## config.mk

```make
export PLATFORM = sky130hd
export DESIGN_NAME = ordered_list_store_top
export DESIGN_NICKNAME = d
export VERILOG_FILES = /design/src/hdl/olst_pkg.sv /design/src/hdl/olst_mem.sv /design/src/hdl/olst_ctrl.sv /design/src/hdl/ordered_list_store_top.sv
export SDC_FILE = /design/constraint.sdc
export NUM_CORES = 1
export LEC_CHECK = 0
export BUFFER_PORTS_ARGS = -buffer_cell sky130_fd_sc_hd__buf_2
export CAP_MARGIN = 20
export CORE_MARGIN = 2
export CORE_UTILIZATION = 60
export DETAILED_ROUTE_END_ITERATION = 16
export PLACE_DENSITY = 0.79
export SLEW_MARGIN = 20
export SYNTH_ARGS = -nofsm -noshare
export SYNTH_HDL_FRONTEND = slang
export SYNTH_SLANG_ARGS = --single-unit
export TNS_END_PERCENT = 5
```

## constraint.sdc

```tcl
create_clock -name clk -period 5.7 [get_ports clk]
set_input_delay 0.285 -clock clk [delete_from_list [all_inputs] [get_ports clk]]
set_output_delay 0.285 -clock clk [all_outputs]
set_load 0.01 [all_outputs]
```

## src/hdl/olst_pkg.sv

```systemverilog
// Package for the ordered list store: port widths, parameter defaults,
// operation codes and the command record passed to the sequencer.
// No dependencies.
`default_nettype none

package olst_pkg;

  // Parameter defaults
  localparam int DEPTH_DEFAULT      = 16;
  localparam int DATA_WIDTH_DEFAULT = 32;

  // Fixed port widths
  localparam int MODE_W  = 3;
  localparam int INDEX_W = 4;
  localparam int VALUE_W = 32;
  localparam int COUNT_W = 5;

  // Operation codes
  localparam logic [MODE_W-1:0] MODE_APPEND     = 3'd0;
  localparam logic [MODE_W-1:0] MODE_REMOVE     = 3'd1;
  localparam logic [MODE_W-1:0] MODE_SWAP       = 3'd2;
  localparam logic [MODE_W-1:0] MODE_READ_FIRST = 3'd3;
  localparam logic [MODE_W-1:0] MODE_READ_LAST  = 3'd4;
  localparam logic [MODE_W-1:0] MODE_INSERT     = 3'd5;

  // Command fields of one input transaction
  typedef struct packed {
    logic [MODE_W-1:0]  mode;
    logic [INDEX_W-1:0] index_a;
    logic [INDEX_W-1:0] index_b;
  } cmd_t;

endpackage

`default_nettype wire

```

## src/hdl/olst_mem.sv

```systemverilog
// Element store: one write port and one read port with registered read data.
// Depends on nothing but its parameters.
`default_nettype none

module olst_mem #(
  parameter int DEPTH      = 16,
  parameter int DATA_WIDTH = 32,
  parameter int AW         = $clog2(DEPTH)
) (
  input  wire logic                  clk,
  input  wire logic                  we,
  input  wire logic [AW-1:0]         waddr,
  input  wire logic [DATA_WIDTH-1:0] wdata,
  input  wire logic [AW-1:0]         raddr,
  output logic      [DATA_WIDTH-1:0] rdata
);

  logic [DATA_WIDTH-1:0] mem [DEPTH];

  // Write on request
  always_ff @(posedge clk) begin
    if (we) begin
      mem[waddr] <= wdata;
    end
  end

  // Register the read word every cycle
  always_ff @(posedge clk) begin
    rdata <= mem[raddr];
  end

endmodule

`default_nettype wire

```

## src/hdl/olst_ctrl.sv

```systemverilog
// Sequencer for the ordered list store: checks each operation, then walks
// the element store through its single read and write ports. Uses olst_pkg.
`default_nettype none

module olst_ctrl #(
  parameter int DEPTH      = 16,
  parameter int DATA_WIDTH = 32,
  parameter int AW         = $clog2(DEPTH),
  parameter int CW         = $clog2(DEPTH + 1)
) (
  input  wire logic                  clk,
  input  wire logic                  rst,
  input  wire logic                  start,
  input  wire olst_pkg::cmd_t        cmd,
  input  wire logic [DATA_WIDTH-1:0] value_in,
  output logic                       idle,
  output logic                       done,
  input  wire logic                  done_ready,
  output logic      [DATA_WIDTH-1:0] res_data,
  output logic                       res_err,
  output logic      [CW-1:0]         count,
  output logic                       mem_we,
  output logic      [AW-1:0]         mem_waddr,
  output logic      [DATA_WIDTH-1:0] mem_wdata,
  output logic      [AW-1:0]         mem_raddr,
  input  wire logic [DATA_WIDTH-1:0] mem_rdata
);

  import olst_pkg::*;

  localparam int XW = (CW > INDEX_W) ? CW : INDEX_W;

  typedef enum logic [8:0] {
    S_IDLE    = 9'b000000001,
    S_EXEC    = 9'b000000010,
    S_SHIFT   = 9'b000000100,
    S_INS     = 9'b000001000,
    S_SWAP_RB = 9'b000010000,
    S_SWAP_WA = 9'b000100000,
    S_SWAP_WB = 9'b001000000,
    S_READ    = 9'b010000000,
    S_DONE    = 9'b100000000
  } state_t;

  state_t                state, state_next;
  cmd_t                  cmd_q, cmd_q_next;
  logic [DATA_WIDTH-1:0] val_q, val_q_next;
  logic [CW-1:0]         n, n_next;
  logic [AW-1:0]         ptr, ptr_next;
  logic [DATA_WIDTH-1:0] tmp, tmp_next;
  logic [DATA_WIDTH-1:0] res_data_next;
  logic                  res_err_next;

  logic [XW-1:0] ia_ext, ib_ext, n_ext;
  logic [AW-1:0] ia_addr, ib_addr, n_addr, ptr_dec;
  logic          full, empty, ia_ok, ib_ok;

  // Index checks against the current count
  always_comb begin
    ia_ext  = XW'(cmd_q.index_a);
    ib_ext  = XW'(cmd_q.index_b);
    n_ext   = XW'(n);
    ia_addr = ia_ext[AW-1:0];
    ib_addr = ib_ext[AW-1:0];
    n_addr  = n[AW-1:0];
    ptr_dec = ptr - AW'(1);
    full    = (n == CW'(DEPTH));
    empty   = (n == '0);
    ia_ok   = (ia_ext < n_ext);
    ib_ok   = (ib_ext < n_ext);
  end

  // Sequence one operation
  always_comb begin
    state_next    = state;
    cmd_q_next    = cmd_q;
    val_q_next    = val_q;
    n_next        = n;
    ptr_next      = ptr;
    tmp_next      = tmp;
    res_data_next = res_data;
    res_err_next  = res_err;
    mem_we        = 1'b0;
    mem_waddr     = ptr;
    mem_wdata     = mem_rdata;
    mem_raddr     = ptr_dec;

    case (state)
      S_IDLE: begin
        if (start) begin
          cmd_q_next = cmd;
          val_q_next = value_in;
          state_next = S_EXEC;
        end
      end
      S_EXEC: begin
        res_data_next = '0;
        res_err_next  = 1'b0;
        state_next    = S_DONE;
        case (cmd_q.mode)
          MODE_APPEND: begin
            if (full) begin
              res_err_next = 1'b1;
            end else begin
              mem_we    = 1'b1;
              mem_waddr = n_addr;
              mem_wdata = val_q;
              n_next    = n + CW'(1);
            end
          end
          MODE_REMOVE: begin
            if (empty) begin
              res_err_next = 1'b1;
            end else begin
              n_next = n - CW'(1);
            end
          end
          MODE_SWAP: begin
            if (!ia_ok || !ib_ok) begin
              res_err_next = 1'b1;
            end else begin
              mem_raddr  = ia_addr;
              state_next = S_SWAP_RB;
            end
          end
          MODE_READ_FIRST: begin
            if (empty) begin
              res_err_next = 1'b1;
            end else begin
              mem_raddr  = '0;
              state_next = S_READ;
            end
          end
          MODE_READ_LAST: begin
            if (empty) begin
              res_err_next = 1'b1;
            end else begin
              mem_raddr  = n_addr - AW'(1);
              state_next = S_READ;
            end
          end
          MODE_INSERT: begin
            if (full || !ia_ok) begin
              res_err_next = 1'b1;
            end else begin
              ptr_next   = n_addr;
              mem_raddr  = n_addr - AW'(1);
              state_next = S_SHIFT;
            end
          end
          default: begin
            res_err_next = 1'b1;
          end
        endcase
      end
      // Move one element up a place per cycle, reading the next one down
      S_SHIFT: begin
        mem_we    = 1'b1;
        mem_waddr = ptr;
        mem_wdata = mem_rdata;
        if (ptr_dec == ia_addr) begin
          state_next = S_INS;
        end else begin
          mem_raddr = ptr_dec - AW'(1);
          ptr_next  = ptr_dec;
        end
      end
      S_INS: begin
        mem_we     = 1'b1;
        mem_waddr  = ia_addr;
        mem_wdata  = val_q;
        n_next     = n + CW'(1);
        state_next = S_DONE;
      end
      // Hold the first word, fetch the second
      S_SWAP_RB: begin
        tmp_next   = mem_rdata;
        mem_raddr  = ib_addr;
        state_next = S_SWAP_WA;
      end
      S_SWAP_WA: begin
        mem_we     = 1'b1;
        mem_waddr  = ia_addr;
        mem_wdata  = mem_rdata;
        state_next = S_SWAP_WB;
      end
      S_SWAP_WB: begin
        mem_we     = 1'b1;
        mem_waddr  = ib_addr;
        mem_wdata  = tmp;
        state_next = S_DONE;
      end
      S_READ: begin
        res_data_next = mem_rdata;
        state_next    = S_DONE;
      end
      S_DONE: begin
        if (done_ready) begin
          state_next = S_IDLE;
        end
      end
      default: begin
        state_next = S_IDLE;
      end
    endcase
  end

  // Control state
  always_ff @(posedge clk) begin
    if (rst) begin
      state <= S_IDLE;
      n     <= '0;
    end else begin
      state <= state_next;
      n     <= n_next;
    end
  end

  // Working registers
  always_ff @(posedge clk) begin
    cmd_q    <= cmd_q_next;
    val_q    <= val_q_next;
    ptr      <= ptr_next;
    tmp      <= tmp_next;
    res_data <= res_data_next;
    res_err  <= res_err_next;
  end

  assign idle  = (state == S_IDLE);
  assign done  = (state == S_DONE);
  assign count = n;

endmodule

`default_nettype wire

```

## src/hdl/ordered_list_store_top.sv

```systemverilog
// Ordered list store, top level: input handshake, sequencer, element store
// and the output result register. Uses olst_pkg, olst_ctrl and olst_mem.
//
// Keeps an ordered list of up to DEPTH words and carries out one operation
// per input transaction: append, remove last, swap, read first, read last,
// or insert before a position. A refused operation sets error, leaves the
// list unchanged and returns zero data; every result carries the count.
// The block takes one transaction at a time through a single-port sequencer
// on the element store, and takes no new one until the sequencer is free
// again. An insert moves its elements up one per cycle through the store's
// read and write ports. A finished result waits in the output register
// while the next transaction is taken.
`default_nettype none

module ordered_list_store_top #(
  parameter int DEPTH      = olst_pkg::DEPTH_DEFAULT,
  parameter int DATA_WIDTH = olst_pkg::DATA_WIDTH_DEFAULT
) (
  input  wire logic                                clk,
  input  wire logic                                rst,
  input  wire logic                                in_valid,
  output logic                                     in_ready,
  input  wire logic        [olst_pkg::MODE_W-1:0]  mode,
  input  wire logic        [olst_pkg::INDEX_W-1:0] index_a,
  input  wire logic        [olst_pkg::INDEX_W-1:0] index_b,
  input  wire logic signed [olst_pkg::VALUE_W-1:0] value,
  output logic                                     out_valid,
  input  wire logic                                out_ready,
  output logic signed      [olst_pkg::VALUE_W-1:0] read_data,
  output logic                                     error,
  output logic             [olst_pkg::COUNT_W-1:0] count
);

  import olst_pkg::*;

  localparam int AW = $clog2(DEPTH);
  localparam int CW = $clog2(DEPTH + 1);

  cmd_t                  cmd;
  logic [DATA_WIDTH-1:0] value_in;
  logic                  start, idle, done, done_ready, res_err;
  logic [DATA_WIDTH-1:0] res_data;
  logic [CW-1:0]         list_count;
  logic                  mem_we;
  logic [AW-1:0]         mem_waddr, mem_raddr;
  logic [DATA_WIDTH-1:0] mem_wdata, mem_rdata;

  // Accept a transaction whenever the sequencer is free
  assign in_ready    = idle;
  assign start       = in_valid && in_ready;
  assign cmd.mode    = mode;
  assign cmd.index_a = index_a;
  assign cmd.index_b = index_b;
  assign value_in    = DATA_WIDTH'(value);

  // Hand a result over when the output register is empty or draining
  assign done_ready = !out_valid || out_ready;

  olst_ctrl #(
    .DEPTH      (DEPTH),
    .DATA_WIDTH (DATA_WIDTH),
    .AW         (AW),
    .CW         (CW)
  ) u_ctrl (
    .clk        (clk),
    .rst        (rst),
    .start      (start),
    .cmd        (cmd),
    .value_in   (value_in),
    .idle       (idle),
    .done       (done),
    .done_ready (done_ready),
    .res_data   (res_data),
    .res_err    (res_err),
    .count      (list_count),
    .mem_we     (mem_we),
    .mem_waddr  (mem_waddr),
    .mem_wdata  (mem_wdata),
    .mem_raddr  (mem_raddr),
    .mem_rdata  (mem_rdata)
  );

  olst_mem #(
    .DEPTH      (DEPTH),
    .DATA_WIDTH (DATA_WIDTH),
    .AW         (AW)
  ) u_mem (
    .clk   (clk),
    .we    (mem_we),
    .waddr (mem_waddr),
    .wdata (mem_wdata),
    .raddr (mem_raddr),
    .rdata (mem_rdata)
  );

  // Output valid flag
  always_ff @(posedge clk) begin
    if (rst) begin
      out_valid <= 1'b0;
    end else if (done && done_ready) begin
      out_valid <= 1'b1;
    end else if (out_ready) begin
      out_valid <= 1'b0;
    end
  end

  // Load the result payload
  always_ff @(posedge clk) begin
    if (done && done_ready) begin
      read_data <= VALUE_W'(res_data);
      error     <= res_err;
      count     <= COUNT_W'(list_count);
    end
  end

endmodule

`default_nettype wire

```

### Word level (Yosys, flattened, before mapping)

Memory sizes are Yosys's and may differ from the RTL's. A register that Yosys moved wholly into a read port is not among the register bits.
Cells that the tools add are included.

| cells by class | value |
|---|---|
| equal/unequal tests | 25 |
| magnitude comparators | 2 |
| reduce and logical (&&, ||, !) cells | 23 |
| multiplexer cells | 42 |
| add/sub/neg operators | 5 |

Operators with widths:

| kind | count |
|---|---|
| case mux 32 bit (3 select lines) | 1 |
| 2-to-1 mux 32 bit | 2 |
| case mux 32 bit (2 select lines) | 1 |
| case mux 9 bit (7 select lines) | 1 |
| 2-to-1 mux 9 bit | 6 |
| 2-to-1 mux 4 bit | 10 |
| case mux 9 bit (3 select lines) | 1 |
| case mux 4 bit (3 select lines) | 2 |
| case mux 5 bit (2 select lines) | 2 |
| case mux 4 bit (4 select lines) | 1 |
| subtractor 4 x 1 -> 4 bit (second input constant) | 3 |
| < comparator 4 x 5 -> 1 bit | 2 |
| 2-to-1 mux 1 bit | 10 |
| 2-to-1 mux 5 bit | 2 |
| equality test 9 x 1 -> 1 bit (second input constant) | 1 |
| equality test 9 x 2 -> 1 bit (second input constant) | 1 |
| equality test 9 x 3 -> 1 bit (second input constant) | 1 |
| equality test 9 x 4 -> 1 bit (second input constant) | 1 |
| equality test 9 x 5 -> 1 bit (second input constant) | 1 |
| equality test 9 x 6 -> 1 bit (second input constant) | 1 |
| equality test 9 x 7 -> 1 bit (second input constant) | 1 |
| equality test 9 x 8 -> 1 bit (second input constant) | 1 |
| equality test 9 bit (second input constant) | 1 |
| inequality test 3 bit (second input constant) | 3 |
| 24 further kinds | 41 |

| word-level totals | value |
|---|---|
| input port bits | 47 |
| output and inout bits | 40 |
| word-level logic and storage cells | 112 |
| memories kept | 1 |
| flip-flop bits (word level) | 165 |
| bits in writable memories | 512 |

Memory list:

| name | depth | bits a word | rd ports | clocked after Yosys merged registers in | write ports | line | source |
|---|---|---|---|---|---|---|---|
| u_mem.mem | 16 | 32 | 1 | 1 | 1 | olst_mem.sv:18 | `logic [DATA_WIDTH-1:0] mem [DEPTH];` |

### Depth between registers and ports, before layout

Gate-level depths: netlist of run 1.

| depth | value |
|---|---|
| depth after elaboration | 6 |
| gate-level depth with buffers | 17 |
| mapped depth without buffers | 12 |

### Hierarchy

From an unflattened synthesis of run 1, not the netlist that was laid out.

| unflattened totals | value |
|---|---|
| cells, all modules | 1407 |
| area total of the unflattened synthesis | 27168.6 um^2 |

By module, submodules not included:

| module | seq. area each (um^2) | times used | cells an instance | area an instance (um^2) |
|---|---|---|---|---|
| olst_mem | 16015.4 | 1 | 838 | 19835.3 |
| olst_ctrl | 3643.5 | 1 | 525 | 6130.9 |
| ordered_list_store_top | 1161.1 | 1 | 44 | 1202.4 |

### Worst setup path before layout of run 1

No wires, ideal clock.

| path | value |
|---|---|
| path type | flip-flop to flip-flop |
| start | register u_ctrl.state[3] |
| end | memory u_mem.mem[7][0], enable pin |
| stages on the path, launching flop included | 14 |
| arrival | 3733 ps |
| clock period less this slack | 4154 ps |
| library setup time | 421 ps |
| setup slack | 1546 ps |
| cell sequence | dfxtp_1 -> nor3_1 -> nand2_1 -> or4bb_1 -> clkbuf_1 -> inv_1 -> and2_1 -> clkbuf_1 -> a22oi_1 -> nand2_1 -> a21oi_1 -> a21oi_1 -> nand2_1 -> nor2_1 |

| between the ends | value |
|---|---|
| cells in the longest elaborated chain, start to end | 5 |

RTL lines:

| item | line | source |
|---|---|---|
| start: declaration | olst_ctrl.sv:45 | `state_t state, state_next;` |
| start signal: assignment | olst_ctrl.sv:214 | `state <= state_next;` |
| equality test 9 x 4 -> 1 bit (tied with other cells) | olst_ctrl.sv:88 | `case (state)` |
| OR reduction 4 bit (no line) | -- |  |
| case mux 1 bit (2 select lines) | olst_ctrl.sv:88 |  |
| 2-to-1 mux 1 bit | olst_mem.sv:22 | `if (we) begin` |
| 2-to-1 mux 1 bit (not written as such) | olst_mem.sv:23 | `mem[waddr] <= wdata;` |
| end: declaration | olst_mem.sv:18 |  |

Several ways; a longest one is shown, not always the timed one.

### Worst setup path in the final report of run 1

| path | value |
|---|---|
| start | register u_ctrl.ptr[0] |
| end | register u_mem.rdata[31], read port of u_mem.mem |

| between the ends | value |
|---|---|
| cells in the longest elaborated chain, start to end | 4 |

RTL lines:

| item | line | source |
|---|---|---|
| start: declaration | olst_ctrl.sv:49 | `logic [AW-1:0] ptr, ptr_next;` |
| start signal: assignment | olst_ctrl.sv:223 | `ptr <= ptr_next;` |
| subtractor 4 x 1 -> 4 bit * | olst_ctrl.sv:66 | `ptr_dec = ptr - AW'(1);` |
| subtractor 4 x 1 -> 4 bit (tied with other cells) | olst_ctrl.sv:164 | `mem_raddr = ptr_dec - AW'(1);` |
| 2-to-1 mux 4 bit / case mux 4 bit (4 select lines) (equally long branches) | olst_ctrl.sv:161, olst_ctrl.sv:100 |  |
| case mux 4 bit (3 select lines) * | olst_ctrl.sv:88 |  |
| end: declaration | olst_mem.sv:15 | `output logic [DATA_WIDTH-1:0] rdata` |

Mark *: on every way between the ends. The rest lies on a longest branch, timed or not.
A chain may end at the register's enable or synchronous reset.

==> results.toml, run 1 <==
[clock_tree]
cts_tree = "yes"
cts_hold_buffers = 43
clk_latency_ps = 610
post_cts_resized = 0
htreeDepth = 3
clk_path_buf_depth = 3
numCtsBuffers = 70
cts.sinks = 709
clockRootBuffer = "clkbuf_16"
post_cts_buffers = 0
clk_pin_slew_ps = 60

[global_routing]
grt_use_met3 = 0.04382
grt_first_pass_wirelength_mm = 98.49
first_global_vias = 16706
grtUsageMet2 = 0.4396
grt_max_degree = 81
grt_use_total = 0.2662
grt-ovfl-total = 0
met1_usage = 0.3597
busiest_layer = "met2"
antenna_found_initial = 0

[floorplan]
rows = 79
dieArea_um2 = 49050
die_y_um = 221.5
initial_core_util = 0.6083
die_w_um = 221.5
core-area_um2 = 46650
io_pins = 87

[pwr]
total_power_w = 0.01063
power_frac_comb = 0.041
pwr-share-clk = 0.410
power_switching_share = 0.2073
p_leak_nw = 10.77
power.density_nw_per_um2 = 330.2
p_switching_w = 0.002203
intPower_w = 0.008422
seqPwrFrac = 0.549
vdd_ir_drop_max_mv = 0.2200

[logic_synthesis]
ys_warn_count = 0
syn-mean-instance-area_um2 = 15.07
yosysTopAreaCell = "edfxtp_1"
synth-main-ff-cell = "edfxtp_1"
synthTopCellsByArea = "edfxtp_1 70%, nand3b_1 3.4%, dfxtp_1 3.3%"
yosysMostFrequentCell = "edfxtp_1"
synth_cells = 1883
synth_edf_count = 662
synth-seq-cells = 709
syn_area_um2 = 28380
synth_seq_area_share = 0.7337
async_flop_share = 0
synth_fp_nets = 1941
synth_top_area_frac = 0.7005
synthDistinctLibCells = 72
yosys-top-cells-count = "662 x edfxtp_1, 143 x a21oi_1, 129 x nand3b_1, 109 x nand2_1, 87 x o21ai_0"

[worst_setup_path]
r2r_start = "u_ctrl.ptr[0]"
rrSetupSlack_ps = 1160
cp.arrival_ps = 4980
path_cells = "inv_1, ha_1, xnor2_1, nor3_2, nand2_1, a21boi_1, o31a_1, a22o_4, buf_4, nand3b_1, a21oi_1, nor4_1, nand3_1"
crit_path_top_delay_cell = "edfxtp_1"
worstReg2RegEnd = "u_mem.rdata[31]"
worstSetupEndpoint = "u_mem.rdata[31]"
crit_buf_inv = 2
cp-start-kind = "flop"
crit_type = "flop to flop"
slowest_delay_ps = 640
crit_family = "simple AND/OR/NAND/NOR gates"
endpoint_kind = "flop"
ff2ff_path_depth = 13
path_max_fanout = 60
crit_cells = 13
crit_start = "u_ctrl.ptr[0]"
required_ps = 6140

[timing]
rsz0062_at_grt = "false"
hold_violations = 0
relSlewSlack = 0.2658
finalSetupViolCount = 0
clock_skew_ps = 26.67
finalCriticalPeriod_ps = 4542
setup_tns_ps = 0
fmax_mhz = 220.2
report.final.slew_viol_count = 0
tightestPinTransition_ps = 1101
fin_crit_sh = 0.7969

[finish]
drive_gt1_frac = 0.1516
antennaDiodeCount = 0
nNetsFinal = 2060
areaGrowthSynthToFinish_pct = 13.39

[outcome]
status = "complete, but fails checks"
violations = "design-rule violations"

[drt]
ant_nets = 0
routedWlPerCell_um = 24.42
routed_wl_mm = 65.09
drc = 6
firstDrtPassIters = 13
num_vias = 16866
drtIter0Drc = 1870
vias_per_cell = 6.329

[place]
dp_hpwl_mm = 35.59
port_buffers = 86
gp_congestion = 0.8955

[flow_run]
cap_violations = 0

[hold_path]
hp-class = "primary input to flop"
how the worst min path moves through the flow:
stage | cells past startpoint | slack [ps] | endpoint | start
2_1_floorplan | 1 | 360 | u_ctrl.state[1] | rst
3_3_place_gp | 0 | 400 | read_data[0] | u_ctrl.res_data[0]
3_5_place_dp | 0 | 400 | read_data[19] | u_ctrl.res_data[19]
4_1_cts | 2 | 10 | u_ctrl.count[2] | rst
5_1_grt | 2 | 30 | u_ctrl.count[2] | rst
6_report | 2 | 40 | u_ctrl.count[2] | rst
power groups by stage:
stage | logic [W] | clock network (W) | registers [W]
2_1_floorplan | 0.000286 | 0 | 0.00592
3_3_place_gp | 0.000390 | 0 | 0.00594
3_5_place_dp | 0.000408 | 0 | 0.00595
4_1_cts | 0.000434 | 0.00442 | 0.00584
5_1_grt | 0.000476 | 0.00463 | 0.00584
6_report | 0.000435 | 0.00435 | 0.00584
metal layers:
metal	vias up	wire length [um]
met5	-	0
met4	0	1866
met3	128	5391
met2	803	31980
met1	8403	25850
li1	7532	-
cell usage in the layout (no fill, tap or decap), drive strengths merged, types with 3 or more instances in the layout:
| master | Yosys | layout |
|---|---|---|
| and3 | 5 | 5 |
| o211ai | 4 | 4 |
| a211oi | 4 | 4 |
| nand3b | 129 | 129 |
| clkinv | 0 | 29 |
| xnor2 | 12 | 12 |
| o21bai | 3 | 3 |
| nor2 | 43 | 43 |
| clkbuf | 81 | 94 |
| a22oi | 68 | 68 |
| mux2i | 64 | 64 |
| xor2 | 6 | 6 |
| o211a | 3 | 3 |
| or3 | 3 | 3 |
| o22a | 32 | 32 |
| a21oi | 143 | 143 |
| dfxtp | 47 | 47 |
| nand2b | 5 | 5 |
| inv | 14 | 17 |
| o22ai | 3 | 3 |
| or2 | 4 | 4 |
| nor2b | 8 | 8 |
| buf | 44 | 129 |
| nor4 | 33 | 33 |
| and2 | 36 | 36 |
| nand4 | 4 | 4 |
| nand3 | 42 | 42 |
| a31oi | 6 | 6 |
| and4 | 3 | 3 |
| mux2 | 64 | 64 |
| nor3 | 14 | 14 |
| dlygate4sd3 | 0 | 43 |
| edfxtp | 662 | 662 |
| ha | 11 | 11 |
| nand2 | 109 | 109 |
| nor3b | 5 | 5 |
| o21ai | 139 | 139 |
registers in the layout, indices dropped and copies added (netlist names), 5 cells and up:
signal / cells
read_data: 32
u_ctrl.state: 9
u_ctrl.res_data: 32
u_mem.mem: 512
count: 5
u_ctrl.count: 5
u_mem.rdata: 32
u_ctrl.tmp: 32
u_ctrl.val_q: 32
cell type report:
cell class                 count  area, um2
fill                        2997      14480
multi-input combinational   1035       7086
clock inverter                34      230.2
tap                          607      759.5
sequential                   709      20820
inverter                      14      52.55
clock buffer                  94       1934
timing repair buffer         172       1296
kinds of logic after synthesis:
| logic type | Yosys count | share of synthesized area |
|---|---|---|
| XOR/XNOR | 20 | 0.007186 |
| adder cells (fa/ha/maj) | 12 | 0.005203 |
| buffers and inverters | 139 | 0.02310 |
| AND/OR/NAND/NOR | 449 | 0.09162 |
| flip-flops | 709 | 0.7337 |
| multiplexers | 128 | 0.04797 |
| AO/OA/AOI/OAI | 426 | 0.09127 |
per-stage QoR:
| stage | instance area (um2) | hold WS (ps) | std cells | utilization | setup slack [ps] |
|---|---|---|---|---|---|
| after floorplan | 28380 | 356.6 | 1883 | - | 1546 |
| after global placement | 29580 | 402.1 | 2494 | 0.6339 | 1482 |
| after detailed placement | 29580 | 404.5 | 2494 | 0.6341 | 1317 |
| after CTS | 32180 | 9.729 | 2665 | 0.6897 | 1280 |
| after global routing | 32180 | 29.69 | 2665 | 0.6897 | 934.4 |
| final | 32180 | 38.79 | 2665 | 0.6897 | 1158 |
(Power assumes the default switching activity.)
==> run 2: changes to the inputs <==
Settings changed: CORE_UTILIZATION 60 to 56, PLACE_DENSITY 0.79 to 0.78.
Clock period 5.7 ns to 3.9 ns, I/O delays scaled along.
==> run 2 against run 1 <==
The run now ends clean. Total power grew 49%. Fmax grew 22%. Via count grew 0.79%. Largest cell class unchanged. Largest power group unchanged.
==> results.toml, run 2 (synthesis gave the netlist of run 1 again) <==
[timing]
fmax_mhz = 268.8
worst_hold_slack_ps = 298.4
finalCriticalPeriod_ps = 3720
report.final.slew_viol_count = 0
clock_skew_ps = 19.87
relSlewSlack = 0.4446
tightestPinTransition_ps = 831.1
setup_tns_ps = 0
fin_crit_sh = 0.9539
rsz0062_at_grt = "false"
finalSetupViolCount = 0
hold_violations = 0

[floorplan]
dieArea_um2 = 52490
core-area_um2 = 50070
die_w_um = 229.1
die_y_um = 229.1
initial_core_util = 0.5668
io_pins = 87
rows = 82

[drt]
num_vias = 16999
routedWlPerCell_um = 23.29
ant_nets = 0
firstDrtPassIters = 6
vias_per_cell = 6.152
routed_wl_mm = 64.34
drc = 0
drtIter0Drc = 1861

[global_routing]
grt_max_degree = 104
grt_use_total = 0.2441
first_global_vias = 16757
antenna_found_initial = 0
grt-ovfl-total = 0
grt_first_pass_wirelength_mm = 97.80

[pwr]
pwr-share-clk = 0.419
power_switching_share = 0.2050
p_switching_w = 0.003245
power_frac_comb = 0.042
p_leak_nw = 11.07
intPower_w = 0.01259
power.density_nw_per_um2 = 480.2
seqPwrFrac = 0.538
vdd_ir_drop_max_mv = 0.3203

[outcome]
status = "complete, no violations"

[flow_run]
cap_violations = 0

[place]
gp_congestion = 0.8994
dp_hpwl_mm = 35.21
port_buffers = 86

[clock_tree]
cts_tree = "yes"
htreeDepth = 3
clk_pin_slew_ps = 60
clockRootBuffer = "clkbuf_16"
cts.sinks = 709
clk_latency_ps = 600
numCtsBuffers = 70
clk_path_buf_depth = 3

[finish]
largest_reg_flops = 512
antennaDiodeCount = 0
layout_commonest_cell = "edfxtp_1"
mostFrequentLayoutCells = "662 x edfxtp_1, 143 x a21oi_1, 129 x nand3b_1"
fillers = 3408
nNetsFinal = 2093
regMostFlops = "u_mem.mem"
areaGrowthSynthToFinish_pct = 16.18
drive_gt1_frac = 0.1650

[worst_setup_path]
crit_type = "flop to flop"
path_max_fanout = 65
cp.arrival_ps = 4190
cp-start-kind = "flop"
endpoint_kind = "flop"
required_ps = 4370

[hold_path]
hp-class = "primary input to flop"
run 2: worst paths after layout:
| check | startpoint | endpoint | slack (ps) | cells past startpoint |
|---|---|---|---|---|
| max | u_ctrl.ptr[0] | u_mem.rdata[7] | 180 | 13 |
| min | value[15] | u_ctrl.val_q[15] | 300 | 2 |
| max reg2reg | u_ctrl.ptr[0] | u_mem.rdata[7] | 180 | 13 |
| min reg2reg | u_ctrl.res_data[7] | read_data[7] | 420 | 0 |
run 2: through the flow:
step	total power, W	utilization	setup slack (ps)	instance area [um2]	std cells
finish	0.01583	0.6585	179.8	32970	2763
global placement	0.009286	0.6029	177.0	30190	2589
floorplan	0.009073	-	-254.0	28380	1883
CTS	0.01592	0.6577	69.13	32930	2763
global route	0.01628	0.6585	18.35	32970	2763
detailed placement	0.009310	0.6029	152.4	30190	2589
run 2: layout make-up:
type,instances,area (um2),area share
clock buffer,87,1909,0.05791
inverter,14,52.55,0.001594
clock inverter,41,375.4,0.01138
timing repair buffer,205,1859,0.05639
multi-input combinational,1035,7113,0.2157
tap,672,840.8,0.02550
sequential,709,20820,0.6315
run 2: repair_timing:
action                     in CTS  in global routing
hold endpoints to repair       57                  0
resized for setup               0                  6
setup buffers                   0                  0
hold buffers                   46                  0
setup endpoints to repair       0                  5
run 2: power groups by stage:
stage          clock network (W)  logic, W  registers (W)
2_1_floorplan                  0  0.000417        0.00866
6_report                 0.00664  0.000672        0.00853
3_5_place_dp                   0  0.000625        0.00868
3_3_place_gp                   0  0.000603        0.00868
5_1_grt                  0.00701  0.000733        0.00853
4_1_cts                  0.00673  0.000667        0.00852
run 2: worst max-delay path, cell delays in order, from the launching register on:
cell and delay [ps]:
edfxtp_1 430, buf_4 210, nor3_1 330, xnor3_1 330, nand2_1 180, a21boi_1 90, o31a_1 310, and2_4 320
buf_16 260, buf_4 210, o21ai_1 200, a21oi_1 120, nor4_1 420, nand3_1 120
run 2: layer usage:
metal | vias up | part of all wire | track usage
met5 | - | 0 | 0
met4 | 0 | 0.027 | 0.09294
met3 | 145 | 0.073 | 0.04146
met2 | 718 | 0.49 | 0.4012
met1 | 8541 | 0.41 | 0.3290
li1 | 7595 | - | -
